## src/hdl/rbw_pkg.sv

```systemverilog
// Shared types and constants for the byte ring buffer with DMA window.
// Used by every module of the block; depends on nothing else.
package rbw_pkg;

    localparam int DEPTH_DEF    = 256;
    localparam int MAX_PEEK_DEF = 64;

    localparam int CFG_IDX_W = 2;
    localparam logic [CFG_IDX_W-1:0] CFG_CAPACITY = 2'd0;
    localparam logic [CFG_IDX_W-1:0] CFG_BASE     = 2'd1;

    typedef enum logic [2:0] {
        OP_PUSH    = 3'd0,
        OP_POP     = 3'd1,
        OP_PEEK    = 3'd2,
        OP_CLEAR   = 3'd3,
        OP_DMA     = 3'd4,
        OP_ADV_RD  = 3'd5,
        OP_ADV_WR  = 3'd6,
        OP_SET_POS = 3'd7
    } t_op;

    typedef enum logic [1:0] {
        S_IDLE,
        S_MOD,
        S_EMIT,
        S_PEEK
    } t_state;

    typedef struct packed {
        t_op        op;
        logic [7:0] data;
        logic [7:0] count;
        logic [7:0] position;
        logic [7:0] peek_n;
    } t_req;

    typedef struct packed {
        logic [7:0]  data_out;
        logic [7:0]  occupancy;
        logic [7:0]  free_space;
        logic        full_res;
        logic        empty_res;
        logic [31:0] dma_address;
        logic [8:0]  dma_length;
        logic [7:0]  peek_end;
        logic        last;
    } t_res;

endpackage

```

## src/hdl/byte_ring_buffer_with_dma_window_core.sv

```systemverilog
// Top level of the byte ring buffer with DMA window.
// Depends on rbw_pkg, rbw_front, rbw_back (with rbw_mod) and rbw_outq.
//
// Requests enter through a queue port: drive the fields and raise push; a
// request is taken on a clock edge where push is high and full is low.
// Results leave through a queue port: while empty is low the oldest result is
// on the o_ ports, and it is taken on an edge where pop is high.
// Registers (capacity, buffer base) are written over the cfg channel; the user
// must write them only while no request is in flight, which the block does not
// enforce. Writing capacity clears both indices. Each request passes a two-entry
// request queue, then the execution sequencer. Push, pop, clear, DMA query and
// set write position go from the idle state through the emit state, which pushes
// their result into the result queue. Advance first runs in the shared bit-serial
// remainder unit; a peek runs there too and then yields one byte per cycle while
// the result queue is not full. The single sequencer sets the request rate.
// When the receiver stalls, two results wait in the result queue, then the
// sequencer holds, and then the request queue fills and raises full.
// Reset (synchronous, active low) clears both indices, empties the queues and
// sets capacity to its maximum; the byte store is left uninitialized.
module byte_ring_buffer_with_dma_window_core #(
    parameter int DEPTH    = rbw_pkg::DEPTH_DEF,
    parameter int MAX_PEEK = rbw_pkg::MAX_PEEK_DEF
) (
    input  logic        i_clk,
    input  logic        i_rst_n,
    input  logic        push,
    output logic        full,
    input  logic [2:0]  i_req_type,
    input  logic [7:0]  i_data,
    input  logic [7:0]  i_count,
    input  logic [7:0]  i_position,
    output logic        empty,
    input  logic        pop,
    output logic [7:0]  o_data_out,
    output logic [7:0]  o_occupancy,
    output logic [7:0]  o_free_space,
    output logic        o_full_res,
    output logic        o_empty_res,
    output logic [31:0] o_dma_address,
    output logic [8:0]  o_dma_length,
    output logic [7:0]  o_peek_end,
    output logic        o_last,
    input  logic        i_cfg_valid,
    output logic        o_cfg_ready,
    input  logic [rbw_pkg::CFG_IDX_W-1:0] i_cfg_index,
    input  logic [31:0] i_cfg_data
);
    import rbw_pkg::*;

    t_req req;
    logic req_valid, req_take;
    t_res res_back, res_out;
    logic res_push, res_full;

    assign o_cfg_ready = 1'b1;

    rbw_front #(
        .MAX_PEEK (MAX_PEEK)
    ) u_front (
        .i_clk       (i_clk),
        .i_rst_n     (i_rst_n),
        .i_push      (push),
        .o_full      (full),
        .i_req_type  (i_req_type),
        .i_data      (i_data),
        .i_count     (i_count),
        .i_position  (i_position),
        .o_req       (req),
        .o_req_valid (req_valid),
        .i_req_take  (req_take)
    );

    rbw_back #(
        .DEPTH (DEPTH)
    ) u_back (
        .i_clk       (i_clk),
        .i_rst_n     (i_rst_n),
        .i_req       (req),
        .i_req_valid (req_valid),
        .o_req_take  (req_take),
        .o_res       (res_back),
        .o_res_push  (res_push),
        .i_res_full  (res_full),
        .i_cfg_we    (i_cfg_valid && o_cfg_ready),
        .i_cfg_index (i_cfg_index),
        .i_cfg_data  (i_cfg_data)
    );

    rbw_outq u_outq (
        .i_clk      (i_clk),
        .i_rst_n    (i_rst_n),
        .i_res      (res_back),
        .i_res_push (res_push),
        .o_res_full (res_full),
        .o_res      (res_out),
        .o_empty    (empty),
        .i_pop      (pop)
    );

    assign o_data_out    = res_out.data_out;
    assign o_occupancy   = res_out.occupancy;
    assign o_free_space  = res_out.free_space;
    assign o_full_res    = res_out.full_res;
    assign o_empty_res   = res_out.empty_res;
    assign o_dma_address = res_out.dma_address;
    assign o_dma_length  = res_out.dma_length;
    assign o_peek_end    = res_out.peek_end;
    assign o_last        = res_out.last;

endmodule

```

## src/hdl/rbw_front.sv

```systemverilog
// Request front end: takes requests, classifies them and clamps the peek length.
// Holds a two-entry request queue toward the back end. Depends on rbw_pkg.
module rbw_front #(
    parameter int MAX_PEEK = rbw_pkg::MAX_PEEK_DEF
) (
    input  logic          i_clk,
    input  logic          i_rst_n,
    input  logic          i_push,
    output logic          o_full,
    input  logic [2:0]    i_req_type,
    input  logic [7:0]    i_data,
    input  logic [7:0]    i_count,
    input  logic [7:0]    i_position,
    output rbw_pkg::t_req o_req,
    output logic          o_req_valid,
    input  logic          i_req_take
);
    import rbw_pkg::*;

    t_req       r_q [2];
    logic       r_wp, r_rp;
    logic [1:0] r_cnt;
    logic [1:0] n_cnt;
    logic       acc;
    t_req       req_in;

    always_comb begin
        req_in.op       = t_op'(i_req_type);
        req_in.data     = i_data;
        req_in.count    = i_count;
        req_in.position = i_position;
        if (i_count == 8'd0) begin
            req_in.peek_n = 8'd1;
        end else if (i_count > 8'(MAX_PEEK)) begin
            req_in.peek_n = 8'(MAX_PEEK);
        end else begin
            req_in.peek_n = i_count;
        end
    end

    assign o_full      = (r_cnt == 2'd2);
    assign acc         = i_push && !o_full;
    assign o_req_valid = (r_cnt != 2'd0);
    assign o_req       = r_q[r_rp];
    assign n_cnt       = r_cnt + 2'(acc) - 2'(i_req_take);

    always_ff @(posedge i_clk) begin
        if (!i_rst_n) begin
            r_wp  <= 1'b0;
            r_rp  <= 1'b0;
            r_cnt <= 2'd0;
        end else begin
            if (acc) begin
                r_wp <= ~r_wp;
            end
            if (i_req_take) begin
                r_rp <= ~r_rp;
            end
            r_cnt <= n_cnt;
        end
    end

    always_ff @(posedge i_clk) begin
        if (acc) begin
            r_q[r_wp] <= req_in;
        end
    end

endmodule

```

## src/hdl/rbw_mod.sv

```systemverilog
// Shared restoring remainder unit: dividend mod divisor, one bit per cycle.
// Used by the back end for advance counts and the peek end index. Uses rbw_pkg.
module rbw_mod (
    input  logic       i_clk,
    input  logic       i_rst_n,
    input  logic       i_start,
    input  logic [8:0] i_dividend,
    input  logic [8:0] i_divisor,
    output logic       o_done,
    output logic [7:0] o_rem
);
    import rbw_pkg::*;

    logic        r_busy;
    logic        r_done;
    logic [3:0]  r_step;
    logic [8:0]  r_rem;
    logic [16:0] r_div;
    logic        ge;

    assign ge     = ({8'd0, r_rem} >= r_div);
    assign o_done = r_done;
    assign o_rem  = r_rem[7:0];

    always_ff @(posedge i_clk) begin
        if (!i_rst_n) begin
            r_busy <= 1'b0;
            r_done <= 1'b0;
            r_step <= 4'd0;
        end else begin
            r_done <= 1'b0;
            if (i_start) begin
                r_busy <= 1'b1;
                r_step <= 4'd8;
            end else if (r_busy) begin
                r_step <= r_step - 4'd1;
                if (r_step == 4'd0) begin
                    r_busy <= 1'b0;
                    r_done <= 1'b1;
                end
            end
        end
    end

    // The divisor starts shifted up by eight and walks down one place per step.
    always_ff @(posedge i_clk) begin
        if (i_start) begin
            r_rem <= i_dividend;
            r_div <= {i_divisor, 8'd0};
        end else if (r_busy) begin
            if (ge) begin
                r_rem <= r_rem - r_div[8:0];
            end
            r_div <= r_div >> 1;
        end
    end

endmodule

```

## src/hdl/rbw_back.sv

```systemverilog
// Execution back end: indices, byte store, configuration registers and the
// sequencer that forms result records. Depends on rbw_pkg and rbw_mod.
module rbw_back #(
    parameter int DEPTH = rbw_pkg::DEPTH_DEF
) (
    input  logic                      i_clk,
    input  logic                      i_rst_n,
    input  rbw_pkg::t_req             i_req,
    input  logic                      i_req_valid,
    output logic                      o_req_take,
    output rbw_pkg::t_res             o_res,
    output logic                      o_res_push,
    input  logic                      i_res_full,
    input  logic                      i_cfg_we,
    input  logic [rbw_pkg::CFG_IDX_W-1:0] i_cfg_index,
    input  logic [31:0]               i_cfg_data
);
    import rbw_pkg::*;

    localparam int CAP_MAX     = (DEPTH < 256) ? DEPTH : 256;
    localparam int STORE_DEPTH = CAP_MAX;
    localparam int AW          = (STORE_DEPTH > 1) ? $clog2(STORE_DEPTH) : 1;
    localparam logic [8:0] CAP_HI = 9'(CAP_MAX);

    t_state      r_state, n_state;
    t_op         r_op, n_op;
    logic [7:0]  r_w, n_w, r_r, n_r;
    logic [7:0]  r_cur, n_cur;
    logic [7:0]  r_left, n_left;
    logic [7:0]  r_end, n_end;
    logic [8:0]  r_cap;
    logic [31:0] r_base;
    logic [7:0]  r_rdata;
    logic [7:0]  r_mem [STORE_DEPTH];

    logic        mem_we;
    logic        mod_start, mod_done;
    logic [8:0]  mod_dividend;
    logic [7:0]  mod_rem;
    logic [8:0]  cap_wr;
    logic [8:0]  occ9, free9, dlen9;
    t_res        res;

    function automatic logic [7:0] next_idx(input logic [7:0] idx, input logic [8:0] cap);
        logic [8:0] s;
        s = {1'b0, idx} + 9'd1;
        return (s >= cap) ? 8'd0 : s[7:0];
    endfunction

    rbw_mod u_mod (
        .i_clk      (i_clk),
        .i_rst_n    (i_rst_n),
        .i_start    (mod_start),
        .i_dividend (mod_dividend),
        .i_divisor  (r_cap),
        .o_done     (mod_done),
        .o_rem      (mod_rem)
    );

    // The capacity register holds the clamped value, so no later clamp is needed.
    always_comb begin
        if (i_cfg_data[8:0] < 9'd2) begin
            cap_wr = 9'd2;
        end else if (i_cfg_data[8:0] > CAP_HI) begin
            cap_wr = CAP_HI;
        end else begin
            cap_wr = i_cfg_data[8:0];
        end
    end

    // Status as it stands in the registered indices.
    always_comb begin
        if (r_w >= r_r) begin
            occ9 = {1'b0, r_w} - {1'b0, r_r};
        end else begin
            occ9 = r_cap - {1'b0, r_r} + {1'b0, r_w};
        end
        free9 = r_cap - occ9 - 9'd1;
        dlen9 = (r_w < r_r) ? (r_cap - {1'b0, r_r}) : occ9;
    end

    always_comb begin
        n_state = r_state;
        case (r_state)
            S_IDLE: begin
                if (i_req_valid) begin
                    if (i_req.op inside {OP_PEEK, OP_ADV_RD, OP_ADV_WR}) begin
                        n_state = S_MOD;
                    end else begin
                        n_state = S_EMIT;
                    end
                end
            end
            S_MOD: begin
                if (mod_done) begin
                    n_state = (r_op == OP_PEEK) ? S_PEEK : S_EMIT;
                end
            end
            S_EMIT: begin
                if (!i_res_full) begin
                    n_state = S_IDLE;
                end
            end
            S_PEEK: begin
                if (!i_res_full && (r_left == 8'd1)) begin
                    n_state = S_IDLE;
                end
            end
            default: n_state = S_IDLE;
        endcase
    end

    always_comb begin
        n_op         = r_op;
        n_w          = r_w;
        n_r          = r_r;
        n_cur        = r_cur;
        n_left       = r_left;
        n_end        = r_end;
        mem_we       = 1'b0;
        mod_start    = 1'b0;
        mod_dividend = {1'b0, r_r} + {1'b0, i_req.count};
        o_req_take   = 1'b0;
        o_res_push   = 1'b0;

        res.data_out    = 8'd0;
        res.occupancy   = occ9[7:0];
        res.free_space  = free9[7:0];
        res.full_res    = (next_idx(r_w, r_cap) == r_r);
        res.empty_res   = (r_w == r_r);
        res.dma_address = 32'd0;
        res.dma_length  = 9'd0;
        res.peek_end    = 8'd0;
        res.last        = 1'b1;

        case (r_state)
            S_IDLE: begin
                if (i_req_valid) begin
                    o_req_take = 1'b1;
                    n_op       = i_req.op;
                    n_left     = i_req.peek_n;
                    case (i_req.op)
                        OP_PUSH: begin
                            mem_we = 1'b1;
                            n_w    = next_idx(r_w, r_cap);
                        end
                        OP_POP: begin
                            // The store read of the old read index lands for the result.
                            n_cur = r_r;
                            n_r   = next_idx(r_r, r_cap);
                        end
                        OP_CLEAR: begin
                            n_w = 8'd0;
                            n_r = 8'd0;
                        end
                        OP_SET_POS: begin
                            if ({1'b0, i_req.position} < r_cap) begin
                                n_w = i_req.position;
                            end
                        end
                        OP_PEEK: begin
                            mod_start    = 1'b1;
                            mod_dividend = {1'b0, r_r} + {1'b0, i_req.peek_n};
                        end
                        OP_ADV_RD: begin
                            mod_start    = 1'b1;
                            mod_dividend = {1'b0, r_r} + {1'b0, i_req.count};
                        end
                        OP_ADV_WR: begin
                            mod_start    = 1'b1;
                            mod_dividend = {1'b0, r_w} + {1'b0, i_req.count};
                        end
                        default: begin
                        end
                    endcase
                end
            end
            S_MOD: begin
                n_cur = r_r;
                if (mod_done) begin
                    case (r_op)
                        OP_ADV_RD: n_r   = mod_rem;
                        OP_ADV_WR: n_w   = mod_rem;
                        default:   n_end = mod_rem;
                    endcase
                end
            end
            S_EMIT: begin
                o_res_push = !i_res_full;
                if (r_op == OP_POP) begin
                    res.data_out = r_rdata;
                end
                if (r_op == OP_DMA) begin
                    res.dma_address = r_base + {24'd0, r_r};
                    res.dma_length  = dlen9;
                end
            end
            S_PEEK: begin
                o_res_push   = !i_res_full;
                res.data_out = r_rdata;
                res.peek_end = r_end;
                res.last     = (r_left == 8'd1);
                if (!i_res_full) begin
                    n_cur  = next_idx(r_cur, r_cap);
                    n_left = r_left - 8'd1;
                end
            end
            default: begin
            end
        endcase

        if (i_cfg_we && (i_cfg_index == CFG_CAPACITY)) begin
            n_w = 8'd0;
            n_r = 8'd0;
        end
    end

    assign o_res = res;

    always_ff @(posedge i_clk) begin
        if (!i_rst_n) begin
            r_state <= S_IDLE;
            r_op    <= OP_PUSH;
            r_w     <= 8'd0;
            r_r     <= 8'd0;
            r_cur   <= 8'd0;
            r_left  <= 8'd0;
            r_end   <= 8'd0;
            r_cap   <= CAP_HI;
            r_base  <= 32'd0;
        end else begin
            r_state <= n_state;
            r_op    <= n_op;
            r_w     <= n_w;
            r_r     <= n_r;
            r_cur   <= n_cur;
            r_left  <= n_left;
            r_end   <= n_end;
            if (i_cfg_we && (i_cfg_index == CFG_CAPACITY)) begin
                r_cap <= cap_wr;
            end
            if (i_cfg_we && (i_cfg_index == CFG_BASE)) begin
                r_base <= i_cfg_data;
            end
        end
    end

    // The read address follows the next cursor, so the read data and the cursor
    // register update together; a write to that slot at the same edge leaves the old byte.
    always_ff @(posedge i_clk) begin
        if (mem_we) begin
            r_mem[r_w[AW-1:0]] <= i_req.data;
        end
        r_rdata <= r_mem[n_cur[AW-1:0]];
    end

endmodule

```

## src/hdl/rbw_outq.sv

```systemverilog
// Two-entry result queue between the back end and the result ports.
// Depends on rbw_pkg for the result record type.
module rbw_outq (
    input  logic          i_clk,
    input  logic          i_rst_n,
    input  rbw_pkg::t_res i_res,
    input  logic          i_res_push,
    output logic          o_res_full,
    output rbw_pkg::t_res o_res,
    output logic          o_empty,
    input  logic          i_pop
);
    import rbw_pkg::*;

    t_res       r_q [2];
    logic       r_wp, r_rp;
    logic [1:0] r_cnt;
    logic       acc, take;

    assign o_res_full = (r_cnt == 2'd2);
    assign o_empty    = (r_cnt == 2'd0);
    assign acc        = i_res_push && !o_res_full;
    assign take       = i_pop && !o_empty;
    assign o_res      = r_q[r_rp];

    always_ff @(posedge i_clk) begin
        if (!i_rst_n) begin
            r_wp  <= 1'b0;
            r_rp  <= 1'b0;
            r_cnt <= 2'd0;
        end else begin
            if (acc) begin
                r_wp <= ~r_wp;
            end
            if (take) begin
                r_rp <= ~r_rp;
            end
            r_cnt <= r_cnt + 2'(acc) - 2'(take);
        end
    end

    always_ff @(posedge i_clk) begin
        if (acc) begin
            r_q[r_wp] <= i_res;
        end
    end

endmodule

```

## config.mk

```make
export PLATFORM = sky130hd
export DESIGN_NAME = byte_ring_buffer_with_dma_window_core
export DESIGN_NICKNAME = d
export VERILOG_FILES = /design/src/hdl/rbw_pkg.sv /design/src/hdl/byte_ring_buffer_with_dma_window_core.sv /design/src/hdl/rbw_front.sv /design/src/hdl/rbw_mod.sv /design/src/hdl/rbw_back.sv /design/src/hdl/rbw_outq.sv
export SDC_FILE = /design/constraint.sdc
export NUM_CORES = 2
export LEC_CHECK = 0
export CORE_ASPECT_RATIO = 1.1
export CORE_MARGIN = 2
export CORE_UTILIZATION = 55
export CTS_CLUSTER_SIZE = 40
export DETAILED_ROUTE_END_ITERATION = 10
export DONT_BUFFER_PORTS = 1
export HOLD_SLACK_MARGIN = 0.06
export PLACE_DENSITY = 0.7
export SLEW_MARGIN = 5
export SYNTH_ARGS = -nofsm -noshare
export SYNTH_HDL_FRONTEND = slang
export SYNTH_SLANG_ARGS = --single-unit
```

## constraint.sdc

```tcl
create_clock -name i_clk -period 6.5 [get_ports i_clk]
set_input_delay 0.325 -clock i_clk [delete_from_list [all_inputs] [get_ports i_clk]]
set_output_delay 0.325 -clock i_clk [all_outputs]
set_load 0.01 [all_outputs]
```

* Yosys cells after proc, flatten, opt, wreduce, memory -nomap -nowiden
Memory sizes are Yosys's and may differ from the RTL's. A register that Yosys moved wholly into a read port is not among the register bits.
Cells that the tools add are included.
** Word-level totals
- Flip-flop bits (word level) :: 126
- Output and inout bits :: 79
- Input bits :: 66
- Memories :: 3
- Word-level logic and storage cells :: 197
- RAM bits :: 2270
** Memories
- u_back.r_mem :: depth 256, width 8, read ports 1, clocked after memory_dff 1, write ports 1, RTL line rbw_back.sv:34 : logic [7:0] r_mem [STORE_DEPTH];
- u_outq.r_q :: depth 2, width 76, read ports 1, clocked after memory_dff 1, write ports 1, RTL line rbw_outq.sv:15 : t_res r_q [2];
- u_front.r_q :: depth 2, width 35, read ports 1, clocked after memory_dff 1, write ports 1, RTL line rbw_front.sv:20 : t_req r_q [2];
** Cells by class
- Eq/ne operators :: 30
- $add $sub $neg :: 19
- Reductions and logical operators :: 34
- Order comparisons :: 10
- Bitwise operators :: 7
- Muxes and demuxes :: 72
** Operators with widths (number)
- two-way mux 8 bit :: 18
- two-way mux 9 bit :: 10
- two-way mux 41 bit :: 2
- one-hot mux 8 bit (2 select lines) :: 5
- one-hot mux 8 bit (3 select lines) :: 2
- two-way mux 17 bit :: 2
- adder 32 x 8 -> 32 bit :: 1
- adder 8 x 1 -> 9 bit (second input constant) :: 3
- adder 8 x 8 -> 9 bit :: 3
- >= comparator 9 bit :: 3
- two-way mux 1 bit :: 24
- equality test 3 bit (second input constant) :: 6
- one-hot mux 9 bit (2 select lines) :: 1
- >= comparator 9 x 17 -> 1 bit :: 1
- equality test 8 bit :: 2
- subtractor 8 x 1 -> 8 bit (second input constant) :: 2
- two-way mux 2 bit :: 5
- nonzero test 2 bit :: 5
- adder 9 x 8 -> 9 bit :: 1
- equality test 3 x 2 -> 1 bit (second input constant) :: 3
- greater-than comparator 9 bit (second input constant) :: 1
- less-than comparator 8 x 9 -> 1 bit :: 1
- less-than comparator 9 x 2 -> 1 bit (second input constant) :: 1
- subtractor 8 x 8 -> 9 bit :: 1
- other kinds (35) :: 69

* Longest topological paths before layout
- Word-level depth :: 7
- Mapped depth :: 25
- Depth with buffers taken out :: 22

* By module
Synthesis repeated with hierarchy kept, for this count alone.
** Second synthesis, totals
- Cells, all modules :: 7920
- Area total of the unflattened synthesis :: 101342.2 um^2
** Modules (own cells, without submodules)
- rbw_back :: seq. area each 63380.8 um^2, area an instance 90714.5 um^2, times used 1, cells each 7331
- rbw_outq :: seq. area each 4664.5 um^2, area an instance 5871.9 um^2, times used 1, cells each 263
- rbw_front :: seq. area each 2202.1 um^2, area an instance 2969.1 um^2, times used 1, cells each 147
- rbw_mod :: seq. area each 820.8 um^2, area an instance 1775.5 um^2, times used 1, cells each 177
- byte_ring_buffer_with_dma_window_core :: seq. area each 0.0 um^2, area an instance 11.3 um^2, times used 1, cells each 2

* Least setup slack after synthesis
OpenSTA, ideal clock, no wires.
- Kind :: flip-flop to flip-flop
- Start point :: register u_back.r_r[1]
- End point :: memory u_outq.r_q[0][59] (netlist bit) (data pin)
- Arrival time :: 4999 ps
- Setup time :: 262 ps
- Setup slack :: 1239 ps
- Buffers on the path :: 3
- Data required time :: 6238 ps
- Stages on the path, launching flop included :: 26
- Clock period less this slack :: 5261 ps
- Cells stage by stage :: dfxtp_1 clkbuf_1 inv_1 ha_1 nor2b_1 o21ai_0 a21boi_0 o21ai_0 a21boi_0 o21ai_0 nand2b_1 a21oi_1 and2_0 clkbuf_1 clkbuf_1 nor2_1 a21o_1 ha_1 a21o_1 a21oi_1 o21bai_1 a21oi_1 o21bai_1 a21oi_1 xnor2_1 xnor2_1
** RTL lines
- from (decl) :: RTL line rbw_back.sv:27 : logic [7:0] r_w, n_w, r_r, n_r;
- from (signal assigned) :: RTL line rbw_back.sv:235 : r_r <= n_r;
- to (decl) :: RTL line rbw_outq.sv:15

* Worst setup path in the final report
- Start point :: register u_back.r_cur[0]
- End point :: register u_back.r_rdata[4] (read register of u_back.r_mem)
** On the way
- Cells in the longest elaborated chain, start to end :: 5
- Elaborated cells on any way between the ends :: 7
- Those cells by class :: add/sub: 1; order compare: 1; mux: 5
** RTL lines
- from (decl) :: RTL line rbw_back.sv:28 : logic [7:0] r_cur, n_cur;
- from (signal assigned) :: RTL line rbw_back.sv:236 : r_cur <= n_cur;
- adder 8 x 1 -> 9 bit :: RTL line rbw_back.sv:46 : s = {1'b0, idx} + 9'd1;
- >= comparator 9 bit :: RTL line rbw_back.sv:47 : return (s >= cap) ? 8'd0 : s[7:0];
- two-way mux 8 bit :: RTL line rbw_back.sv:47
- two-way mux 8 bit :: RTL line rbw_back.sv:203 : if (!i_res_full) begin
- one-hot mux 8 bit (3 select lines) * :: RTL line rbw_back.sv:136 : case (r_state)
- to (decl) :: RTL line rbw_back.sv:33 : logic [7:0] r_rdata;
Mark *: on every way between the ends. The rest lies on a longest branch, timed or not.
A chain may end at the register's enable or synchronous reset.

==> impl_metrics.csv <==
group,metric,value,unit
worst_setup_path,critPathRequiredTime,7.20,ns
final_layout,fill_cells,13100,
floorplanning,die_h,452,um
worst_setup_path,crit_slowest_cell,"o311ai_1",
clock_network,cts_tree,"yes",
power_and_ir_drop,power_density,427,mW/mm2
global_route,gr-total-overflow,0,
worst_setup_path,crit_type,"register to register",
routing,wl_per_cell,29.8,um
synthesis,avgSynthCellArea,14.1,um2
final_layout,syn_to_final_growth,12.1,%
routing,ant_nets,0,
worst_setup_path,cp_slowest_stage_delay,1.05,ns
clock_network,clk-insertion-delay-late,0.89,ns
clock_network,cts_buffer_depth,3,
synthesis,yosysSeqAreaShare,70.7,%
sta,relSlewSlack,9.14,%
sta,slew_viol_final,0,
global_route,grt_pass1_wl,424,mm
sta,period_share,95.1,%
final_layout,mostFrequentLayoutCells,"edfxtp_1 (2288), nand2_1 (1221), nor2_1 (409)",
place,placed_area,0.104,mm2
final_layout,drive_above_1_share,11.7,%
floorplanning,start_util,55.4,%
synthesis,synthCells,7117,
synthesis,synth.distinct_cells,92,
worst_setup_path,critPathLaunchType,"register",
place,hpwl,181,mm
synthesis,yosys.area.top_type,"edfxtp_1",
worst_setup_path,arrival,6.88,ns
global_route,grt_max_degree,185,
floorplanning,ios,145,
global_route,grt.total_usage,31.3,%
sta,setup_viol,0,
floorplanning,die_w,412,um
final_layout,nNetsFinal,7455,
synthesis,synth_ff_type,"edfxtp_1",
synthesis,synth_top_area_share,68.3,%
worst_setup_path,crit_buf_inv,3,
sta,max_freq,0.162,GHz
routing,wl,295,mm
clock_network,cts_sinks,2406,
routing,route.detailed.drc,0,
run_status,status,"finished, final reports clean",
global_route,first_global_vias,61600,
sta,fin_crit,6.18,ns
synthesis,synth_area_leaders,"edfxtp_1 (68%), nand2_1 (4.6%), mux4_2 (3.0%)",
floorplanning,die-area,0.186,mm2
place,port_buffers,0,
power_and_ir_drop,leakage,0.0386,uW
clock_network,htreeDepth,4,
worst_setup_path,cpLargestDelayFamily,"compound AO/OA/AOI/OAI gates",
sta,tns,0,ns
routing,vias_per_cell,6.50,
flow_run,max_cap_violations,0,
sta,worst_pin_slew,1.36,ns
worst_setup_path,path_cells,"ha_1 -> nand3_1 -> xnor2_1 -> ha_1 -> nand4_1 -> or2_2 -> o211ai_1 -> o211ai_1 -> buf_4 -> nand2_4 -> buf_12 -> a21oi_1 -> nor3_1 -> a21boi_0 -> a2111oi_0 -> buf_4 -> o311ai_1 -> nand3_1",
worst_setup_path,critPathMaxFanout,31,
clock_network,ctsResizeCount,0,
global_route,antenna_found_initial,15,
hold_path,hold_path_class,"primary input to register",
sta,rsz0062_at_grt,"no",
worst_setup_path,end_kind,"register",
synthesis,ys_warn_count,0,
place,globalplace.congestion,0.943,
clock_network,root_buffer,"clkbuf_16",
routing,drt_iter0_drc,9767,
synthesis,syn_area,0.101,mm2
clock_network,cts_buffers,227,
routing,via_count,64200,
final_layout,final_common_cell,"edfxtp_1",
synthesis,synth_async_sr_flop_share,0,%
routing,drtPass1Iterations,6,
floorplanning,core,0.182,mm2
synthesis,ys_ff_latch,2406,
sta,hold_viol,0,
floorplanning,core.rowCount,164,
synthesis,synth_edf_count,2288,
clock_network,clk_pin_slew,0.07,ns
power_and_ir_drop,ir_drop,0.324,mV
final_layout,stdcell_area,0.113,mm2
sta,fin_skew,0.0749,ns
[logic make-up (layout without fill, tap and decap cells)]
group	after synthesis	after routing	share of synthesized area, %
multiplexers	516	516	6.93
buffers and inverters	525	868	2.49
adder cells (fa/ha/maj)	132	132	1.71
flip-flops	2406	2406	70.7
AO/OA/AOI/OAI	1102	1102	7.28
other	2	9	0.00747
AND/OR/NAND/NOR	2329	2329	9.99
XOR/XNOR	105	105	0.915
[cells in the mapped netlist, types with 46 or more instances]
cell / count
clkbuf_1: 193
edfxtp_1: 2288
ha_1: 123
o22ai_1: 71
mux2i_1: 261
a21oi_1: 347
buf_2: 126
nor2b_1: 46
nand2_1: 1225
dfxtp_1: 118
nor3_1: 58
o21ai_0: 119
nand3_1: 339
a22oi_1: 61
inv_1: 103
nor2_1: 415
mux4_2: 132
xnor2_1: 73
a31oi_1: 65
mux2_2: 123
nor4_1: 51
a211oi_1: 53
[metrics by stage]
stage               power, uW  utilization (%)  setup WS (ns)  hold WS, ns  std cells
finish                  48100             62.1          0.317        0.127       9874
global route            49500             62.1          0.225       0.0992       9868
CTS                     47800             62.1          0.696       0.0624       9868
detailed placement      34100             57.2          0.733        0.424       9338
global placement        33900             57.2          0.776        0.424       9338
floorplan               28500                -           1.24        0.424       7118
[final timing paths]
check,end,cells after the start,slack [ns],from
worst min register to register,u_back.r_base[8],2,0.48,u_back.r_base[8]
worst max register to register,u_back.r_rdata[4],18,0.32,u_back.r_cur[0]
worst min-delay path,u_front.r_q[1][28],1,0.13,i_data[4]
worst max-delay path,u_back.r_rdata[4],18,0.32,u_back.r_cur[0]
[layout make-up]
cell class	instances	area (um2)	area share [%]
clock buffers	291	6160	5.47
well taps	2407	3010	2.67
repair buffers	330	3210	2.85
flip-flops and latches	2406	71100	63.0
multi-input cells	4187	27200	24.2
diodes	6	15.0	0.0133
clock inverters	142	1630	1.45
inverters	105	394	0.350
[where the power goes]
group,switching (uW),total (uW),internal [uW]
combinational,10600,15400,4790
sequential,295,18900,18600
clock,5900,13800,7920
total,16800,48100,31300
[per-layer routing]
| metal | GRT usage [%] | part of all wire [%] | up-vias | routed length, um |
|---|---|---|---|---|
| li1 | - | - | 27200 | - |
| met1 | 40.7 | 36 | 31900 | 105000 |
| met2 | 49.0 | 46 | 4254 | 137000 |
| met3 | 7.84 | 12 | 862 | 35000 |
| met4 | 15.8 | 5.8 | 20 | 17200 |
| met5 | 0 | 0.050 | - | 146 |
[sequential cells by signal, indices dropped and copies added, names as in the netlist, 2 cells and up, named ones only]
name	flops
u_back.r_base	32
u_back.r_cap	9
u_back.r_cur	8
u_back.r_end	8
u_back.r_left	8
u_back.r_mem	2048
u_back.r_op	3
u_back.r_r	8
u_back.r_rdata	8
u_back.r_state	2
u_back.r_w	8
u_back.u_mod.r_div	17
u_back.u_mod.r_rem	9
u_back.u_mod.r_step	4
u_front.r_cnt	2
u_front.r_q	70
u_outq.r_cnt	2
u_outq.r_q	152
[what timing repair did]
item | 4_1_cts | 5_1_grt
hold buffers | 97 | 0
setup buffers | 0 | 0
endpoints found under the hold margin | 190 | 0
Power figures use the tool's default switching activity.
